`src/design/vra_pkg.sv`:
```
// Shared types, constants and codes for the virtual region allocator.
`timescale 1ns / 1ps
`default_nettype none

package vra_pkg;

   localparam int PAGE_BYTES  = 4096;
   localparam int PAGE_SHIFT  = $clog2(PAGE_BYTES);
   localparam int MAX_REGIONS = 512;
   localparam int IDX_W       = $clog2(MAX_REGIONS);
   localparam int CNT_W       = $clog2(MAX_REGIONS + 1);
   localparam int ADDR_W      = 32;
   localparam int PAGE_W      = 21;
   localparam int FUNC_W      = 2;
   localparam int STATUS_W    = 2;

   localparam logic [FUNC_W-1:0] FUNC_ALLOCATE = 2'd0;
   localparam logic [FUNC_W-1:0] FUNC_RELEASE  = 2'd1;
   localparam logic [FUNC_W-1:0] FUNC_CHECK    = 2'd2;

   localparam logic [STATUS_W-1:0] STATUS_OK         = 2'd0;
   localparam logic [STATUS_W-1:0] STATUS_NO_SPACE   = 2'd1;
   localparam logic [STATUS_W-1:0] STATUS_TABLE_FULL = 2'd2;
   localparam logic [STATUS_W-1:0] STATUS_NOT_FOUND  = 2'd3;

   localparam logic CSR_POOL_BASE  = 1'b0;
   localparam logic CSR_POOL_BYTES = 1'b1;

   typedef struct packed {
      logic [ADDR_W-1:0] base;
      logic [PAGE_W-1:0] pages;
   } entry_type;

   typedef struct packed {
      logic              wr_en;
      logic [IDX_W-1:0]  wr_idx;
      entry_type         wr_entry;
      logic              rd_en;
      logic [IDX_W-1:0]  rd_idx;
   } table_req_type;

   typedef struct packed {
      logic [STATUS_W-1:0] status;
      logic [ADDR_W-1:0]   region_address;
      logic [PAGE_W-1:0]   page_count;
      logic                in_pool;
   } result_type;

endpackage

`default_nettype wire

```
`src/design/vra_engine.sv`:
```
// Sequencer that runs allocate, release and check over the region table.
`timescale 1ns / 1ps
`default_nettype none

module vra_engine (
   input  wire logic                           clock,
   input  wire logic                           reset,
   input  wire logic                           req_valid,
   output logic                                req_ready,
   input  wire logic [vra_pkg::FUNC_W-1:0]     req_func,
   input  wire logic [vra_pkg::ADDR_W-1:0]     req_size,
   input  wire logic [vra_pkg::ADDR_W-1:0]     req_address,
   input  wire logic [vra_pkg::ADDR_W-1:0]     pool_base,
   input  wire logic [vra_pkg::ADDR_W-1:0]     pool_bytes,
   input  wire logic                           slot_free,
   output logic                                done,
   output vra_pkg::result_type                 result,
   output vra_pkg::table_req_type              table_req,
   input  wire vra_pkg::entry_type             rd_entry
);

   typedef enum logic [2:0] {
      IDLE, DECODE, ALLOC_RD, SEARCH, HIT_RD, SHIFT, CLOSE, FINISH
   } state_type;

   state_type                       state_ff, state_in;
   logic [vra_pkg::FUNC_W-1:0]      func_ff, func_in;
   logic [vra_pkg::ADDR_W-1:0]      size_ff, size_in;
   logic [vra_pkg::ADDR_W-1:0]      addr_ff, addr_in;
   logic [vra_pkg::CNT_W-1:0]       count_ff, count_in;
   logic [vra_pkg::PAGE_W-1:0]      used_ff, used_in;
   logic [vra_pkg::CNT_W-1:0]       idx_ff, idx_in;
   logic [vra_pkg::IDX_W-1:0]       hit_ff, hit_in;
   logic                            found_ff, found_in;
   logic [vra_pkg::PAGE_W-1:0]      need_ff, need_in;
   vra_pkg::result_type             res_ff, res_in;

   logic [vra_pkg::PAGE_W-1:0]      need_calc;
   logic [vra_pkg::PAGE_W-1:0]      total_pages;
   logic [vra_pkg::PAGE_W-1:0]      avail_pages;
   logic [vra_pkg::ADDR_W:0]        pool_end;
   logic [vra_pkg::ADDR_W-1:0]      next_base;
   logic [vra_pkg::CNT_W-1:0]       idx_next;
   logic [vra_pkg::CNT_W-1:0]       hit_next;
   logic                            match;
   logic                            found_now;
   logic [vra_pkg::IDX_W-1:0]       hit_now;

   // Page rounding from the latched request size; free space and pool bound from the CSRs.
   assign need_calc   = vra_pkg::PAGE_W'(size_ff >> vra_pkg::PAGE_SHIFT)
                      + vra_pkg::PAGE_W'(|size_ff[vra_pkg::PAGE_SHIFT-1:0]);
   assign total_pages = vra_pkg::PAGE_W'(pool_bytes >> vra_pkg::PAGE_SHIFT);
   assign avail_pages = (total_pages > used_ff) ? total_pages - used_ff : '0;
   assign pool_end    = {1'b0, pool_base} + {1'b0, pool_bytes};
   assign next_base   = rd_entry.base
                      + (vra_pkg::ADDR_W'(rd_entry.pages) << vra_pkg::PAGE_SHIFT);
   assign idx_next    = idx_ff + 1'b1;
   assign hit_next    = {1'b0, hit_ff} + 1'b1;
   assign match       = (rd_entry.base == addr_ff);
   assign found_now   = found_ff | match;
   assign hit_now     = match ? idx_ff[vra_pkg::IDX_W-1:0] : hit_ff;

   assign req_ready = (state_ff == IDLE);
   assign done      = (state_ff == FINISH) && slot_free;
   assign result    = res_ff;

   always_comb begin
      state_in  = state_ff;
      func_in   = func_ff;
      size_in   = size_ff;
      addr_in   = addr_ff;
      count_in  = count_ff;
      used_in   = used_ff;
      idx_in    = idx_ff;
      hit_in    = hit_ff;
      found_in  = found_ff;
      need_in   = need_ff;
      res_in    = res_ff;
      table_req = '0;
      case (state_ff)
         IDLE: begin
            if (req_valid) begin
               func_in  = req_func;
               size_in  = req_size;
               addr_in  = req_address;
               state_in = DECODE;
            end
         end
         DECODE: begin
            res_in   = '0;
            state_in = FINISH;
            case (func_ff)
               vra_pkg::FUNC_ALLOCATE: begin
                  need_in = need_calc;
                  if (need_calc > avail_pages) begin
                     res_in.status = vra_pkg::STATUS_NO_SPACE;
                  end else if (count_ff >= vra_pkg::CNT_W'(vra_pkg::MAX_REGIONS - 1)) begin
                     res_in.status = vra_pkg::STATUS_TABLE_FULL;
                  end else if (count_ff == '0) begin
                     // The first region sits just above the table page.
                     table_req.wr_en          = 1'b1;
                     table_req.wr_idx         = '0;
                     table_req.wr_entry.base  = pool_base
                                              + vra_pkg::ADDR_W'(vra_pkg::PAGE_BYTES);
                     table_req.wr_entry.pages = need_calc;
                     count_in                 = count_ff + 1'b1;
                     used_in                  = used_ff + need_calc;
                     res_in.region_address    = table_req.wr_entry.base;
                     res_in.page_count        = need_calc;
                  end else begin
                     table_req.rd_en  = 1'b1;
                     table_req.rd_idx = vra_pkg::IDX_W'(count_ff - 1'b1);
                     state_in         = ALLOC_RD;
                  end
               end
               vra_pkg::FUNC_RELEASE: begin
                  found_in = 1'b0;
                  hit_in   = '0;
                  if (count_ff == '0) begin
                     res_in.status = vra_pkg::STATUS_NOT_FOUND;
                  end else begin
                     table_req.rd_en  = 1'b1;
                     table_req.rd_idx = '0;
                     idx_in           = '0;
                     state_in         = SEARCH;
                  end
               end
               vra_pkg::FUNC_CHECK: begin
                  res_in.in_pool = (addr_ff >= pool_base)
                                && ({1'b0, addr_ff} < pool_end);
               end
               default: begin
                  res_in = '0;
               end
            endcase
         end
         ALLOC_RD: begin
            // Place the new region right after the last one.
            table_req.wr_en          = 1'b1;
            table_req.wr_idx         = count_ff[vra_pkg::IDX_W-1:0];
            table_req.wr_entry.base  = next_base;
            table_req.wr_entry.pages = need_ff;
            count_in                 = count_ff + 1'b1;
            used_in                  = used_ff + need_ff;
            res_in.region_address    = next_base;
            res_in.page_count        = need_ff;
            state_in                 = FINISH;
         end
         SEARCH: begin
            // The last matching entry wins, so the scan always covers every stored region.
            found_in = found_now;
            hit_in   = hit_now;
            if (idx_next < count_ff) begin
               table_req.rd_en  = 1'b1;
               table_req.rd_idx = idx_next[vra_pkg::IDX_W-1:0];
               idx_in           = idx_next;
            end else if (!found_now) begin
               res_in.status = vra_pkg::STATUS_NOT_FOUND;
               state_in      = FINISH;
            end else begin
               table_req.rd_en  = 1'b1;
               table_req.rd_idx = hit_now;
               state_in         = HIT_RD;
            end
         end
         HIT_RD: begin
            need_in               = rd_entry.pages;
            res_in.region_address = rd_entry.base;
            res_in.page_count     = rd_entry.pages;
            if (hit_next < count_ff) begin
               table_req.rd_en  = 1'b1;
               table_req.rd_idx = hit_next[vra_pkg::IDX_W-1:0];
               idx_in           = hit_next;
               state_in         = SHIFT;
            end else begin
               state_in = CLOSE;
            end
         end
         SHIFT: begin
            // Each later entry moves down one slot as it is read back.
            table_req.wr_en    = 1'b1;
            table_req.wr_idx   = vra_pkg::IDX_W'(idx_ff - 1'b1);
            table_req.wr_entry = rd_entry;
            if (idx_next < count_ff) begin
               table_req.rd_en  = 1'b1;
               table_req.rd_idx = idx_next[vra_pkg::IDX_W-1:0];
               idx_in           = idx_next;
            end else begin
               state_in = CLOSE;
            end
         end
         CLOSE: begin
            count_in = count_ff - 1'b1;
            used_in  = (used_ff > need_ff) ? used_ff - need_ff : '0;
            state_in = FINISH;
         end
         FINISH: begin
            if (slot_free) begin
               state_in = IDLE;
            end
         end
         default: begin
            state_in = IDLE;
         end
      endcase
   end

   always_ff @(posedge clock) begin
      if (reset) begin
         state_ff <= IDLE;
         count_ff <= '0;
         used_ff  <= vra_pkg::PAGE_W'(1);
         found_ff <= 1'b0;
      end else begin
         state_ff <= state_in;
         count_ff <= count_in;
         used_ff  <= used_in;
         found_ff <= found_in;
      end
      func_ff <= func_in;
      size_ff <= size_in;
      addr_ff <= addr_in;
      idx_ff  <= idx_in;
      hit_ff  <= hit_in;
      need_ff <= need_in;
      res_ff  <= res_in;
   end

   // The region count never exceeds MAX_REGIONS - 1, so at most 511 user regions.
   assert property (@(posedge clock) disable iff (reset)
      count_ff <= vra_pkg::CNT_W'(vra_pkg::MAX_REGIONS - 1))
      else $error("region count beyond table capacity");

   // The table page is always accounted for.
   assert property (@(posedge clock) disable iff (reset) used_ff != '0)
      else $error("used page count lost the table page");

   // Writes never land beyond the first free slot.
   assert property (@(posedge clock) disable iff (reset)
      table_req.wr_en |-> ({1'b0, table_req.wr_idx} <= count_ff))
      else $error("table write beyond region count");

   // An accepted request is decoded in the next cycle.
   assert property (@(posedge clock) disable iff (reset)
      req_valid && req_ready |=> state_ff == DECODE)
      else $error("accepted request was not decoded");

endmodule

`default_nettype wire
```
`config.mk`:
```
export PLATFORM = sky130hd
export DESIGN_NAME = vra_engine
export DESIGN_NICKNAME = d
export VERILOG_FILES = /design/src/design/vra_pkg.sv /design/src/design/vra_engine.sv
export SDC_FILE = /design/constraint.sdc
export NUM_CORES = 1
export LEC_CHECK = 0
export BUFFER_PORTS_ARGS = -buffer_cell sky130_fd_sc_hd__buf_2
export CAP_MARGIN = 40
export CELL_PAD_IN_SITES_DETAIL_PLACEMENT = 0
export CELL_PAD_IN_SITES_GLOBAL_PLACEMENT = 1
export CORE_MARGIN = 1
export CORE_UTILIZATION = 44
export DETAILED_ROUTE_END_ITERATION = 16
export PLACE_DENSITY = 0.79
export SLEW_MARGIN = 40
export SYNTH_ARGS = -nofsm -noshare
export SYNTH_HDL_FRONTEND = slang
export SYNTH_SLANG_ARGS = --single-unit
```
`constraint.sdc`:
```
create_clock -name clock -period 6.86 [get_ports clock]
set_clock_uncertainty 0.2 [all_clocks]
set_input_delay 0.686 -clock clock [delete_from_list [all_inputs] [get_ports clock]]
set_output_delay 0.686 -clock clock [all_outputs]
set_load 0.02 [all_outputs]
```
==> flow_summary.json <==
{
  "status": "complete, no violations",
  "synthCells": 2175,
  "final_cell_mix": "buf_2 (317), ha_1 (223), a21oi_1 (188)",
  "reg2reg_setup_slack_ns": 0.97,
  "fillers": 3917,
  "ir_drop_uv": 261,
  "synth_edf_count": 162,
  "post_drt_wl_per_cell_um": 25.0,
  "start_util": 0.451,
  "period_share": 0.977,
  "start_kind": "register",
  "ioPinCount": 318,
  "regArea_um2": 5570,
  "cp_slowest_cell": "a2111oi_1",
  "drive_gt1_frac": 0.168,
  "hold_violations": 0,
  "postRouteAntennaNets": 0,
  "grt_pass1_wl_um": 110000,
  "grt_antenna_before_repair": 8,
  "cts_buffer_depth": 2,
  "pre_cts_ws_ns": 0.243,
  "slew_headroom": 0.439,
  "grt_pass1_vias": 17300,
  "die_x_um": 207,
  "report.final.slew_viol_count": 0,
  "synth.cell_area_um2": 18600,
  "ys_warn_count": 0,
  "power.leakage_nw": 9.46,
  "grt_max_degree": 65,
  "ys_seq_area_frac": 0.300,
  "crit_arrival_ns": 5.82,
  "vias_per_cell": 6.17,
  "htree_num_levels": 4,
  "core_area_um2": 41200,
  "cp-end-kind": "output pin",
  "synth-main-ff-cell": "edfxtp_1",
  "ys_seq_elements": 197,
  "layout_commonest_cell": "buf_2",
  "wl_met1_um": 33100,
  "worst-setup-path-type": "reg2out",
  "overflow": 0,
  "worstMarginPinSlew_ns": 0.839,
  "path_max_fanout": 14,
  "async_flop_share": 0,
  "clk_pin_slew_worst_paths_ns": 0.08,
  "wl_met2_um": 33100,
  "cts_root_buf": "clkbuf_16",
  "first_pass_iters": 6,
  "cts_hold_buf": 0,
  "hp-class": "in2reg",
  "power_density_nw_per_um2": 452,
  "dr_total_vias": 18600,
  "die_area_um2": 43000,
  "min_period_ns": 6.70,
  "cts_made_buffers": 17,
  "drtIter0Drc": 1583,
  "clock_latency_ns": 0.52,
  "syn_avg_cell_area_um2": 8.54,
  "finalNetCount": 2883,
  "max_freq_ghz": 0.149,
  "finish.utilization": 0.522,
  "syn-num-nets": 2590,
  "worstPathCellList": "inv_1, ha_1, a2111oi_1, a21oi_1, o21ai_2, a31oi_2, a41o_1, o21a_2, nand4b_1, ha_1, a21o_1, a21o_1, a21oi_1, o21ai_0, a221oi_4, buf_12, o21ai_1, or3_1, o22a_1, o21ai_0, buf_2",
  "dpl.hpwl_um": 61000,
  "multi_input_area_um2": 12100,
  "gp_congestion": 1.04,
  "cp_data_required_time_ns": 5.97,
  "die_h_um": 207,
  "yosysUniqueCellTypes": 84,
  "cap_violations": 0,
  "setup_tns_ns": 0,
  "syn_to_final_growth_pct": 15.7,
  "top_layer": "met4",
  "routed_wirelength_um": 75400,
  "wl_met3_um": 6060,
  "fin_ws_ns": 0.156,
  "post-route-drc-count": 0,
  "rows": 74,
  "clock-sinks": 197,
  "critPathMaxStageDelay_ns": 0.60,
  "io_buffers": 317,
  "finalSetupViolCount": 0,
  "grt_usage": 0.345,
  "cts_tree": "done"
}
-- critical path, delay by kind of cell (launching register included) --
family | cells | cell delay [ns]
adders and majority gates | 2 | 0.63
AOI/OAI and AO/OA | 14 | 3.23
and+or+nand+nor | 2 | 0.59
buffers and inverters | 3 | 0.47
DFF | 1 | 0.38
-- synth_stat cells (17+ instances only) --
library cell	n	area (um^2)
nor4_1	20	125
a221oi_1	17	149
nand4_1	41	257
nor2b_1	21	131
a31oi_1	17	106
a22oi_1	48	360
ha_1	223	2790
and3_1	18	113
o211ai_1	20	150
a21o_1	75	563
a21oi_1	188	941
edfxtp_1	162	4860
inv_1	167	627
o21ai_0	158	791
dfxtp_1	35	701
o22ai_1	21	131
nor3_1	48	240
nand2b_1	18	113
a211oi_1	34	255
nand3_1	53	265
nor2_1	168	631
xnor2_1	135	1180
nand2_1	167	627
xor2_1	56	490
clkbuf_1	53	199
-- final timing paths --
kind                        start           end  depth (start not counted)
setup reg to reg       used_ff[0]     result[2]                         22
setup / recovery       used_ff[6]  table_req[6]                         21
hold / removal    req_address[29]   addr_ff[29]                          1
hold reg to reg       count_ff[7]   count_ff[7]                          2
-- flip-flops by register name (all words and copies together), names as in the netlist --
| register | cells |
|---|---|
| result | 56 |
| state_ff | 3 |
| count_ff | 10 |
| found_ff | 1 |
| func_ff | 2 |
| need_ff | 21 |
| used_ff | 21 |
| idx_ff | 10 |
| addr_ff | 32 |
| hit_ff | 9 |
| size_ff | 32 |
-- per-stage QoR --
stage	area [um^2]	instances	power, mW	hold slack (ns)
global route	21500	3019	10.3	0.124
CTS	21400	3012	9.56	0.113
detailed placement	20800	2980	8.41	0.307
global placement	20800	2979	8.32	0.291
floorplan	18600	2175	6.45	0.268
finish	21500	3021	9.71	0.140
-- area by class of cell --
class / count / area share
diodes: 8 / 0.000931
clock buffers: 18 / 0.0200
clock inverters: 14 / 0.00861
inverters: 167 / 0.0292
multi-input cells: 1734 / 0.564
flip-flops and latches: 197 / 0.259
well taps: 532 / 0.0310
repair buffers: 351 / 0.0874
-- cells by family (layout without fill, tap and decap cells) --
family	after synthesis	count (layout)	share of synthesized area
fa+ha+maj	228	228	0.156
simple gates	601	601	0.154
other cells	0	8	0
buf+inv	244	550	0.0506
xor+xnor	191	191	0.0900
compound gates	710	710	0.248
flops	197	197	0.300
mux	4	4	0.00216
-- report_power, final --
group / total [mW] / leakage, nW / internal, mW / switching (mW)
clock network: 1.12 / 0.296 / 0.583 / 0.532
logic: 6.27 / 7.34 / 2.28 / 3.99
registers: 2.33 / 1.83 / 1.92 / 0.406
total: 9.71 / 9.46 / 4.78 / 4.93
-- routing by layer --
layer,GRT usage,vias up
li1,-,8691
met1,0.470,8944
met2,0.533,880
met3,0.0616,127
met4,0.155,0
met5,0,-
-- timing repair --
action / 4_1_cts / 5_1_grt
buffers inserted: 0 / 1
cloned: 0 / 0
setup endpoints to repair: 10 / 64
resized for setup: 1 / 3
Note: power is estimated with default switching activity, not from simulation.
